[src/sv/pdt_pkg.sv]
// Shared types and constants for the PTP Delay_Req pad trimmer.
package pdt_pkg;

  localparam int unsigned DOMAIN_W = 8;
  localparam int unsigned LEN_W    = 11;
  localparam int unsigned CFG_W    = 11;
  localparam int unsigned POS_W    = 16;

  typedef enum logic [0:0] {
    CFG_PTP_DOMAIN = 1'b0,
    CFG_PTP_LENGTH = 1'b1
  } cfg_index_t;

  localparam logic [DOMAIN_W-1:0] DOMAIN_RESET = 8'd24;
  localparam logic [LEN_W-1:0]    LENGTH_RESET = 11'd44;

  localparam logic [15:0] ETYPE_VLAN_Q  = 16'h8100;
  localparam logic [15:0] ETYPE_VLAN_AD = 16'h88a8;
  localparam logic [15:0] ETYPE_PTP     = 16'h88f7;
  localparam logic [3:0]  MSG_TYPE_DREQ = 4'h1;
  localparam logic [3:0]  PTP_VERSION_2 = 4'h2;
  localparam logic [4:0]  HDR_UNTAGGED  = 5'd14;
  localparam logic [4:0]  HDR_TAGGED    = 5'd18;
  localparam logic [LEN_W-1:0] MIN_PTP_LENGTH = 11'd5;

  typedef enum logic [1:0] {
    DEC_UNDECIDED = 2'd0,
    DEC_PASS      = 2'd1,
    DEC_TRIM      = 2'd2
  } decision_t;

  typedef struct packed {
    logic [7:0] data;
    logic       last;
    logic       trimmed;
  } result_t;

endpackage

[src/sv/pdt_parser.sv]
// Frame header parser: tracks byte position, decides trim and marks the cut byte.
module pdt_parser (
  input  logic                        clk,
  input  logic                        rst,
  input  logic                        step,
  input  logic [7:0]                  in_byte,
  input  logic                        in_end,
  input  logic [pdt_pkg::DOMAIN_W-1:0] ptp_domain,
  input  logic [pdt_pkg::LEN_W-1:0]    ptp_length,
  output logic                        emit,
  output pdt_pkg::result_t            res
);
  import pdt_pkg::*;

  logic [POS_W-1:0] pos, pos_next;
  logic             tag, tag_next;
  logic [7:0]       thb, thb_next;
  logic [7:0]       lhb, lhb_next;
  decision_t        dec, dec_next;
  logic             drop, drop_next;

  logic [15:0]      etype;
  logic [4:0]       hdr;
  logic [POS_W-1:0] k;
  logic             past_hdr;
  logic [LEN_W:0]   cut;

  always_comb begin
    pos_next  = pos;
    tag_next  = tag;
    thb_next  = thb;
    lhb_next  = lhb;
    dec_next  = dec;
    drop_next = drop;
    emit        = 1'b0;
    res.data    = in_byte;
    res.last    = in_end;
    res.trimmed = 1'b0;

    etype    = {thb, in_byte};
    hdr      = tag ? HDR_TAGGED : HDR_UNTAGGED;
    past_hdr = pos >= {11'd0, hdr};
    k        = pos - {11'd0, hdr};
    cut      = '0;

    if (!drop) begin
      emit = 1'b1;
      if (dec == DEC_UNDECIDED) begin
        if (pos == 16'd12) begin
          thb_next = in_byte;
        end else if (pos == 16'd13) begin
          if (etype == ETYPE_VLAN_Q || etype == ETYPE_VLAN_AD) begin
            tag_next = 1'b1;
          end else if (etype != ETYPE_PTP) begin
            dec_next = DEC_PASS;
          end
        end else if (tag && pos == 16'd16) begin
          thb_next = in_byte;
        end else if (tag && pos == 16'd17) begin
          if (etype != ETYPE_PTP) dec_next = DEC_PASS;
        end else if (past_hdr) begin
          if (k == 16'd0) begin
            if (in_byte[3:0] != MSG_TYPE_DREQ) dec_next = DEC_PASS;
          end else if (k == 16'd1) begin
            if (in_byte[3:0] != PTP_VERSION_2) dec_next = DEC_PASS;
          end else if (k == 16'd2) begin
            lhb_next = in_byte;
          end else if (k == 16'd3) begin
            if ({lhb, in_byte} != {5'd0, ptp_length}) dec_next = DEC_PASS;
          end else if (k == 16'd4) begin
            if (in_byte == ptp_domain && ptp_length >= MIN_PTP_LENGTH) begin
              dec_next = DEC_TRIM;
            end else begin
              dec_next = DEC_PASS;
            end
          end
        end
      end

      // cut point uses the tag state as it stands after this byte
      cut = {7'd0, (tag_next ? HDR_TAGGED : HDR_UNTAGGED)} + {1'b0, ptp_length};
      if (dec_next == DEC_TRIM && !in_end &&
          ({1'b0, pos} + 17'd1 == {5'd0, cut})) begin
        res.last    = 1'b1;
        res.trimmed = 1'b1;
        drop_next   = 1'b1;
      end

      if (pos != {POS_W{1'b1}}) pos_next = pos + 16'd1;
    end

    if (in_end) begin
      pos_next  = '0;
      tag_next  = 1'b0;
      thb_next  = '0;
      lhb_next  = '0;
      dec_next  = DEC_UNDECIDED;
      drop_next = 1'b0;
    end
  end

  always_ff @(posedge clk) begin
    if (rst) begin
      pos  <= '0;
      tag  <= 1'b0;
      thb  <= '0;
      lhb  <= '0;
      dec  <= DEC_UNDECIDED;
      drop <= 1'b0;
    end else if (step) begin
      pos  <= pos_next;
      tag  <= tag_next;
      thb  <= thb_next;
      lhb  <= lhb_next;
      dec  <= dec_next;
      drop <= drop_next;
    end
  end

endmodule

[src/sv/pdt_out_stage.sv]
// Output register holding one result item toward the master side.
module pdt_out_stage (
  input  logic             clk,
  input  logic             rst,
  input  logic             load,
  input  pdt_pkg::result_t load_res,
  input  logic             out_ready,
  output logic             can_take,
  output logic             out_valid,
  output pdt_pkg::result_t out_res
);
  import pdt_pkg::*;

  assign can_take = !out_valid || out_ready;

  always_ff @(posedge clk) begin
    if (rst) begin
      out_valid <= 1'b0;
    end else if (can_take) begin
      out_valid <= load;
    end
  end

  always_ff @(posedge clk) begin
    if (can_take && load) out_res <= load_res;
  end

endmodule

[src/sv/ptp_delay_req_pad_trimmer.sv]
// Top level: input register, header parser and output register of the pad trimmer.
//
// Frame bytes enter on the s_* stream, one byte per item, s_tlast on the final
// byte. Bytes leave unchanged on the m_* stream. For a version 2 Delay_Req in
// the configured domain whose messageLength equals the configured length, the
// frame is cut after the L2 header (14 bytes, 18 with one VLAN tag) plus that
// length: the kept last byte carries m_tlast and m_tuser (trimmed) and the
// remaining input bytes are consumed with no output. Other frames pass whole.
// An item accepted on s_* sits in the input register, moves to the output
// register when the parser steps and is offered on m_tvalid from then on.
// Throughput is one byte per cycle while m_tready does not stall, set by the
// combinational parser step. A stall on m_tready holds the output register;
// an empty input register still takes one more byte, then s_tready drops
// until the output drains. Reset (rst, synchronous) empties both registers,
// clears the frame state and loads domain 24, length 44. Configuration writes
// (cfg_we) take effect at the write edge and are to be made while no frame is
// in flight; the block leaves this to the user and does no check of its own.
module ptp_delay_req_pad_trimmer (
  input  logic        clk,
  input  logic        rst,
  input  logic        s_tvalid,
  output logic        s_tready,
  input  logic [7:0]  s_tdata,   // [7:0] data_byte
  input  logic        s_tlast,
  output logic        m_tvalid,
  input  logic        m_tready,
  output logic [7:0]  m_tdata,   // [7:0] out_byte
  output logic        m_tlast,
  output logic        m_tuser,   // [0] was_trimmed
  input  logic        cfg_we,
  input  logic [0:0]  cfg_index,
  input  logic [pdt_pkg::CFG_W-1:0] cfg_data
);
  import pdt_pkg::*;

  logic [DOMAIN_W-1:0] ptp_domain;
  logic [LEN_W-1:0]    ptp_length;

  logic       in_valid;
  logic [7:0] in_byte;
  logic       in_end;
  logic       can_take;
  logic       step;
  logic       emit;
  result_t    res;
  result_t    out_res;

  always_ff @(posedge clk) begin
    if (rst) begin
      ptp_domain <= DOMAIN_RESET;
      ptp_length <= LENGTH_RESET;
    end else if (cfg_we) begin
      unique case (cfg_index_t'(cfg_index))
        CFG_PTP_DOMAIN: ptp_domain <= cfg_data[DOMAIN_W-1:0];
        CFG_PTP_LENGTH: ptp_length <= cfg_data[LEN_W-1:0];
        default: ;
      endcase
    end
  end

  assign step     = in_valid && can_take;
  assign s_tready = !in_valid || can_take;

  always_ff @(posedge clk) begin
    if (rst) begin
      in_valid <= 1'b0;
    end else if (s_tready) begin
      in_valid <= s_tvalid;
    end
  end

  always_ff @(posedge clk) begin
    if (s_tready && s_tvalid) begin
      in_byte <= s_tdata;
      in_end  <= s_tlast;
    end
  end

  pdt_parser u_parser (
    .clk        (clk),
    .rst        (rst),
    .step       (step),
    .in_byte    (in_byte),
    .in_end     (in_end),
    .ptp_domain (ptp_domain),
    .ptp_length (ptp_length),
    .emit       (emit),
    .res        (res)
  );

  pdt_out_stage u_out (
    .clk       (clk),
    .rst       (rst),
    .load      (step && emit),
    .load_res  (res),
    .out_ready (m_tready),
    .can_take  (can_take),
    .out_valid (m_tvalid),
    .out_res   (out_res)
  );

  assign m_tdata = out_res.data;
  assign m_tlast = out_res.last;
  assign m_tuser = out_res.trimmed;

  // a trimmed byte always closes the outgoing frame
  a_trim_is_last: assert property (@(posedge clk) disable iff (rst)
    m_tvalid && m_tuser |-> m_tlast)
    else $error("trimmed item without last");

  a_reset_empty: assert property (@(posedge clk)
    rst |=> !m_tvalid && s_tready)
    else $error("pipeline not empty after reset");

  // both registers full and output stalled: no further item may enter
  a_full_backpressure: assert property (@(posedge clk) disable iff (rst)
    in_valid && m_tvalid && !m_tready |-> !s_tready)
    else $error("item accepted while pipeline is full");

endmodule

[config.mk]
export PLATFORM = sky130hd
export DESIGN_NAME = ptp_delay_req_pad_trimmer
export DESIGN_NICKNAME = d
export VERILOG_FILES = /design/src/sv/pdt_pkg.sv /design/src/sv/pdt_parser.sv /design/src/sv/pdt_out_stage.sv /design/src/sv/ptp_delay_req_pad_trimmer.sv
export SDC_FILE = /design/constraint.sdc
export NUM_CORES = 1
export LEC_CHECK = 0
export ABC_CLOCK_PERIOD_IN_PS = 5000
export BUFFER_PORTS_ARGS = -buffer_cell sky130_fd_sc_hd__buf_2
export CAP_MARGIN = 20
export CORE_UTILIZATION = 40
export DETAILED_ROUTE_END_ITERATION = 8
export GPL_TIMING_DRIVEN = 0
export HOLD_SLACK_MARGIN = 0.1
export PLACE_DENSITY_LB_ADDON = 0.15
export SYNTH_ARGS = -nofsm -noshare
export SYNTH_HDL_FRONTEND = slang
export SYNTH_SLANG_ARGS = --single-unit
[constraint.sdc]
create_clock -name clk -period 5 [get_ports clk]
set_input_delay 0 -clock clk [delete_from_list [all_inputs] [get_ports clk]]
set_output_delay 0 -clock clk [all_outputs]
set_load 0.05 [all_outputs]
* Word-level counts from Yosys, hierarchy flattened
Cells that the tools add are included.
** Word-level totals
- Output and inout port bits :: 12
- Latch bits :: 0
- Bits in read-only memories :: 0
- Bits in registers :: 76
- RAM bits :: 0
- Logic and storage cells :: 131
- Input bits :: 26
- Memories kept :: 0
** Cells by class
- Multiplexer cells :: 55
- Equality and inequality tests :: 26
- Shifts and indexed selects :: 0
- $mul :: 0
- Reduce and logical (&&, ||, !) cells :: 28
- Divide/modulo/power cells :: 0
- $add $sub $neg :: 4
- Bitwise gates (word level) :: 1
- Magnitude comparators :: 2
** Operators by type and width (number)
- two-way mux 8 bit :: 17
- two-way mux 16 bit :: 3
- two-way mux 2 bit :: 22
- equality test 16 bit, second input constant :: 2
- equality test 16 x 2 -> 1 bit, second input constant :: 2
- equality test 16 x 4 -> 1 bit, second input constant :: 2
- equality test 16 x 5 -> 1 bit, second input constant :: 2
- inequality test 16 bit, second input constant :: 2
- adder 16 x 1 -> 17 bit, second input constant :: 1
- equality test 17 x 12 -> 1 bit :: 1
- adder 16 x 1 -> 16 bit, second input constant :: 1
- equality test 16 x 1 -> 1 bit, second input constant :: 1
- equality test 16 x 3 -> 1 bit, second input constant :: 1
- greater-or-equal comparator 16 x 5 -> 1 bit :: 1
- zero test 16 bit :: 1
- inequality test 16 x 11 -> 1 bit :: 1
- subtractor 16 x 5 -> 16 bit :: 1
- inequality test 2 bit, second input constant :: 7
- adder 5 x 11 -> 12 bit :: 1
- greater-or-equal comparator 11 x 3 -> 1 bit, second input constant :: 1
- two-way mux 1 bit :: 11
- AND reduction 11 bit :: 1
- two-way mux 5 bit :: 2
- logical AND 1 bit :: 9
- other kinds (14) :: 23

* Depth between registers and ports, before layout
- Word-level depth :: 21
- Gate-level depth with buffers :: 14

* Cells and area by module
A second synthesis with hierarchy kept.
** Unflattened totals
- Cells, all modules :: 532
- Area, all modules :: 4753.3 um2
** Modules (own cells, without submodules)
- pdt_parser :: times used 1, cells each 421, area each 3253.1 um2, seq. area each 720.7 um2
- ptp_delay_req_pad_trimmer :: times used 1, cells each 96, area each 1144.8 um2, seq. area each 670.6 um2
- pdt_out_stage :: times used 1, cells each 15, area each 355.3 um2, seq. area each 320.3 um2

* Least setup slack after synthesis
Ideal clock, no wire load.
- Kind :: register -> register
- From :: reg in_byte[5]
- To :: reg u_out.out_res[0] (netlist name)
- Stages on the path, launching flop included :: 14
- Path slack :: 1.258 ns
- Arrival time :: 3.608 ns
- Buffers on the path :: 0
- Cell sequence :: edfxtp_1 -> or4b_1 -> mux2_2 -> nor4_1 -> a41o_1 -> inv_1 -> ha_1 -> nand2b_1 -> a211oi_1 -> xnor2_1 -> xnor2_1 -> nand4_1 -> or3_1 -> and4bb_1
** On the way
- Longest elaborated chain between the ends :: 19
** RTL lines
- start, declared :: RTL line ptp_delay_req_pad_trimmer.sv:40 : logic [7:0] in_byte;
- start signal, assigned :: RTL line ptp_delay_req_pad_trimmer.sv:74 : in_byte <= s_tdata;
- branches (longest 17 deep; another with adder 5 x 11 -> 12 bit)
- logical AND 1 bit * :: RTL line pdt_parser.sv:82 : if (dec_next == DEC_TRIM && !in_end &&
- two-way mux 2 bit * :: RTL line pdt_parser.sv:82
Mark *: on every way between the ends. The select of a mux whose other input is x is not followed.
A chain may end at the register's enable or synchronous reset.

==> flow_metrics.env <==
export IMPL_status="complete, but fails checks"
export IMPL_violations="DRC"
export IMPL_fin_setup_tns_ns=0
export IMPL_fp_dieArea_mm2=0.0124
export IMPL_die_h_um=111
export IMPL_yosysTopAreaCellShare=0.239
export IMPL_drv_slew=0
export IMPL_synthTopCellsByCount="dfxtp_1 (57), a21oi_1 (55), nand2_1 (55)"
export IMPL_skew_ns=0.0106
export IMPL_synth_edf_count=19
export IMPL_cts_clk_slew_worst_paths_ns=0.06
export IMPL_crit_type="register to register"
export IMPL_areaGrowthSynthToFinish_pct=19.8
export IMPL_htree_levels=3
export IMPL_port_buffers=36
export IMPL_initial_utilization=0.415
export IMPL_p_seq_frac=0.433
export IMPL_synth_warnings=0
export IMPL_route_detailed_drc=4
export IMPL_clkPwrFrac=0.457
export IMPL_min_period_ns=4.50
export IMPL_syn_avg_cell_area_um2=8.52
export IMPL_avgRoutedWirePerCell_um=18.4
export IMPL_cts_tree="yes"
export IMPL_intPower_mw=1.15
export IMPL_clockBufferDepth=2
export IMPL_rows=39
export IMPL_drt_initial_drc_count=332
export IMPL_nets=673
export IMPL_synthFlopType="dfxtp_1"
export IMPL_p_comb_frac=0.109
export IMPL_drt_pass1_iter_count=8
export IMPL_setup_violations_final=0
export IMPL_ff_latch_area_mm2=0.00171
export IMPL_clkSinkCount=76
export IMPL_place_ws_ns=0.602
export IMPL_power_density_mw_per_mm2=270
export IMPL_antennaDiodeCount=0
export IMPL_synth_top_cell_by_area="dfxtp_1"
export IMPL_synth_area_top_cells="dfxtp_1 (24%), edfxtp_1 (12%), a21oi_1 (5.8%), xnor2_1 (4.8%), nand2_1 (4.3%)"
export IMPL_drive_gt1_frac=0.136
export IMPL_cts_resized=0
export IMPL_grtUsageTotal=0.241
export IMPL_switchingPower_mw=0.391
export IMPL_ctsRootBufferMaster="clkbuf_16"
export IMPL_dieWidth_um=111
export IMPL_max_slew_margin_rel=0.495
export IMPL_drt_wl_total_um=14400
export IMPL_numCtsBuffers=9
export IMPL_ys_seq_area_frac=0.358
export IMPL_synth_seq_cells=76
export IMPL_grt_overflow=0
export IMPL_synth_cells=561
export IMPL_cp_required_ns=5.20
export IMPL_synth_area_mm2=0.00478
export IMPL_final_antenna_net_count=0
export IMPL_fmax_mhz=222
export IMPL_core_mm2=0.0115
export IMPL_hold_buffers=26
export IMPL_grt_pass1_vias=4323
export IMPL_reg2regPathDepth=13
export IMPL_endpoint_kind="register"
export IMPL_num_vias=4553
export IMPL_power_leakage_nw=2.07
export IMPL_max_cap_viol_count=0
export IMPL_clk_latency_ns=0.35
export IMPL_grt_max_degree=14
export IMPL_vias_per_cell=5.81
export IMPL_multi_input_area_mm2=0.00281
export IMPL_cp_start_kind="register"
export IMPL_min_delay_path_depth=2
export IMPL_worst_hold_path_type="primary input to register"
export IMPL_fin_hold_ws_ns=0.152
export IMPL_synth_nets=599
export IMPL_crit_arrival_ns=4.71
export IMPL_setup_slack_ns=0.497
export IMPL_grt_pass1_wl_um=23100
export IMPL_rsz0062_at_grt="false"
export IMPL_switching_share=0.253
export IMPL_hold_viol_final=0
export IMPL_post_cts_setup_buffers=0
export IMPL_vdd_ir_drop_worst_v=0.000184
export IMPL_async_reset_ff_frac=0
export IMPL_place_congestion=0.920
export IMPL_final_util=0.497
export IMPL_path_max_fanout=7
export IMPL_antenna_found_initial=0
export IMPL_synth_most_common_cell="dfxtp_1"
export IMPL_place_detailed_hpwl_um=10400
export IMPL_max_slew_worst_pin_slew_ns=0.747
export IMPL_min_period_over_period=0.901
export IMPL_yosys_cell_types_count=76
export IMPL_ios=38
export IMPL_fill_cells=1138
[power by group through the flow]
| stage | Sequential, mW | Clock [mW] | Combinational [mW] |
|---|---|---|---|
| 3_5_place_dp | 0.682 | 0 | 0.152 |
| 5_1_grt | 0.671 | 0.746 | 0.184 |
| 6_report | 0.669 | 0.706 | 0.169 |
| 3_3_place_gp | 0.682 | 0 | 0.148 |
| 4_1_cts | 0.669 | 0.716 | 0.168 |
| 2_1_floorplan | 0.689 | 0 | 0.0918 |
[critical path, cell delays in order, from the launching register on]
cell,delay (ns)
edfxtp_1,0.54
or4b_1,0.56
mux2_2,0.27
nor4_1,0.42
a41o_1,0.36
inv_1,0.12
ha_1,0.37
nand3_1,0.14
a31oi_1,0.43
nand4b_1,0.16
o2111a_1,0.18
a311o_1,0.31
nor4b_4,0.29
a21o_1,0.20
[per-stage QoR]
| step | power, mW | instances | instance area [µm²] |
|---|---|---|---|
| floorplan | 0.781 | 561 | 4780 |
| global placement | 0.830 | 740 | 5140 |
| detailed placement | 0.834 | 741 | 5150 |
| CTS | 1.55 | 783 | 5730 |
| global route | 1.60 | 783 | 5730 |
| finish | 1.54 | 783 | 5730 |
[layer usage]
layer,wire [µm],up-vias,global-route usage
met5,0,-,0
met4,348,0,0.0973
met3,795,29,0.0426
met2,6530,132,0.379
met1,6710,2199,0.327
li1,-,2193,-
[path summary, 6_finish.rpt]
check | from | endpoint | slack (ns)
worst max register to register | in_byte[5]$_DFFE_PP_ | u_out.out_res[1]$_DFFE_PP_ | 0.50
worst min-delay path | rst | ptp_length[2]$_SDFFE_PP1P_ | 0.15
worst min register to register | in_byte[1]$_DFFE_PP_ | u_out.out_res[3]$_DFFE_PP_ | 0.46
worst max-delay path | in_byte[5]$_DFFE_PP_ | u_out.out_res[1]$_DFFE_PP_ | 0.50
[cell families (layout without fill, tap and decap cells)]
group	Yosys count	count (layout)	synth area share
and+or+nand+nor	235	235	0.292
muxes	1	1	0.00236
AOI/OAI and AO/OA	136	136	0.173
xor gates and xnor gates	47	47	0.0861
buffers and inverters	54	133	0.0537
DFF	76	76	0.358
adders and majority gates	12	12	0.0346
[layout make-up]
type / instances / area share
multi-input combinational: 431 / 0.491
sequential: 76 / 0.299
timing repair buffer: 63 / 0.0789
clock buffer: 10 / 0.0400
buffer: 37 / 0.0336
tap: 143 / 0.0312
clock inverter: 6 / 0.0155
inverter: 17 / 0.0111
[flip-flops by register name (all words and copies together), names as in the netlist]
| register | count |
|---|---|
| in_byte | 8 |
| in_end | 1 |
| in_valid | 1 |
| ptp_domain | 8 |
| ptp_length | 11 |
| u_out.out_res | 10 |
| u_out.out_valid | 1 |
| u_parser.dec | 2 |
| u_parser.drop | 1 |
| u_parser.lhb | 8 |
| u_parser.pos | 16 |
| u_parser.tag | 1 |
| u_parser.thb | 8 |
[cells in the final DEF (no fill, tap or decap), types with 5 or more instances in the layout]
cell type	netlist	layout
dfxtp_1	57	57
nand2_1	55	55
a21oi_1	55	55
buf_2	6	42
o21ai_0	32	32
nor2_1	29	29
nand3_1	26	26
xnor2_1	26	26
dlygate4sd3_1	0	26
clkbuf_1	21	22
xor2_1	21	21
nand4_1	21	21
edfxtp_1	19	19
inv_1	16	16
nor2b_1	11	11
or3_1	10	10
ha_1	10	10
clkbuf_16	0	9
nor3_1	8	8
nor4_1	8	8
nand2b_1	8	8
nand3b_1	7	7
or3b_1	7	7
buf_4	6	6
and2_1	6	6
or4_1	5	5
a31oi_1	5	5
and4_1	5	5
Power figures use the tool's default switching activity.
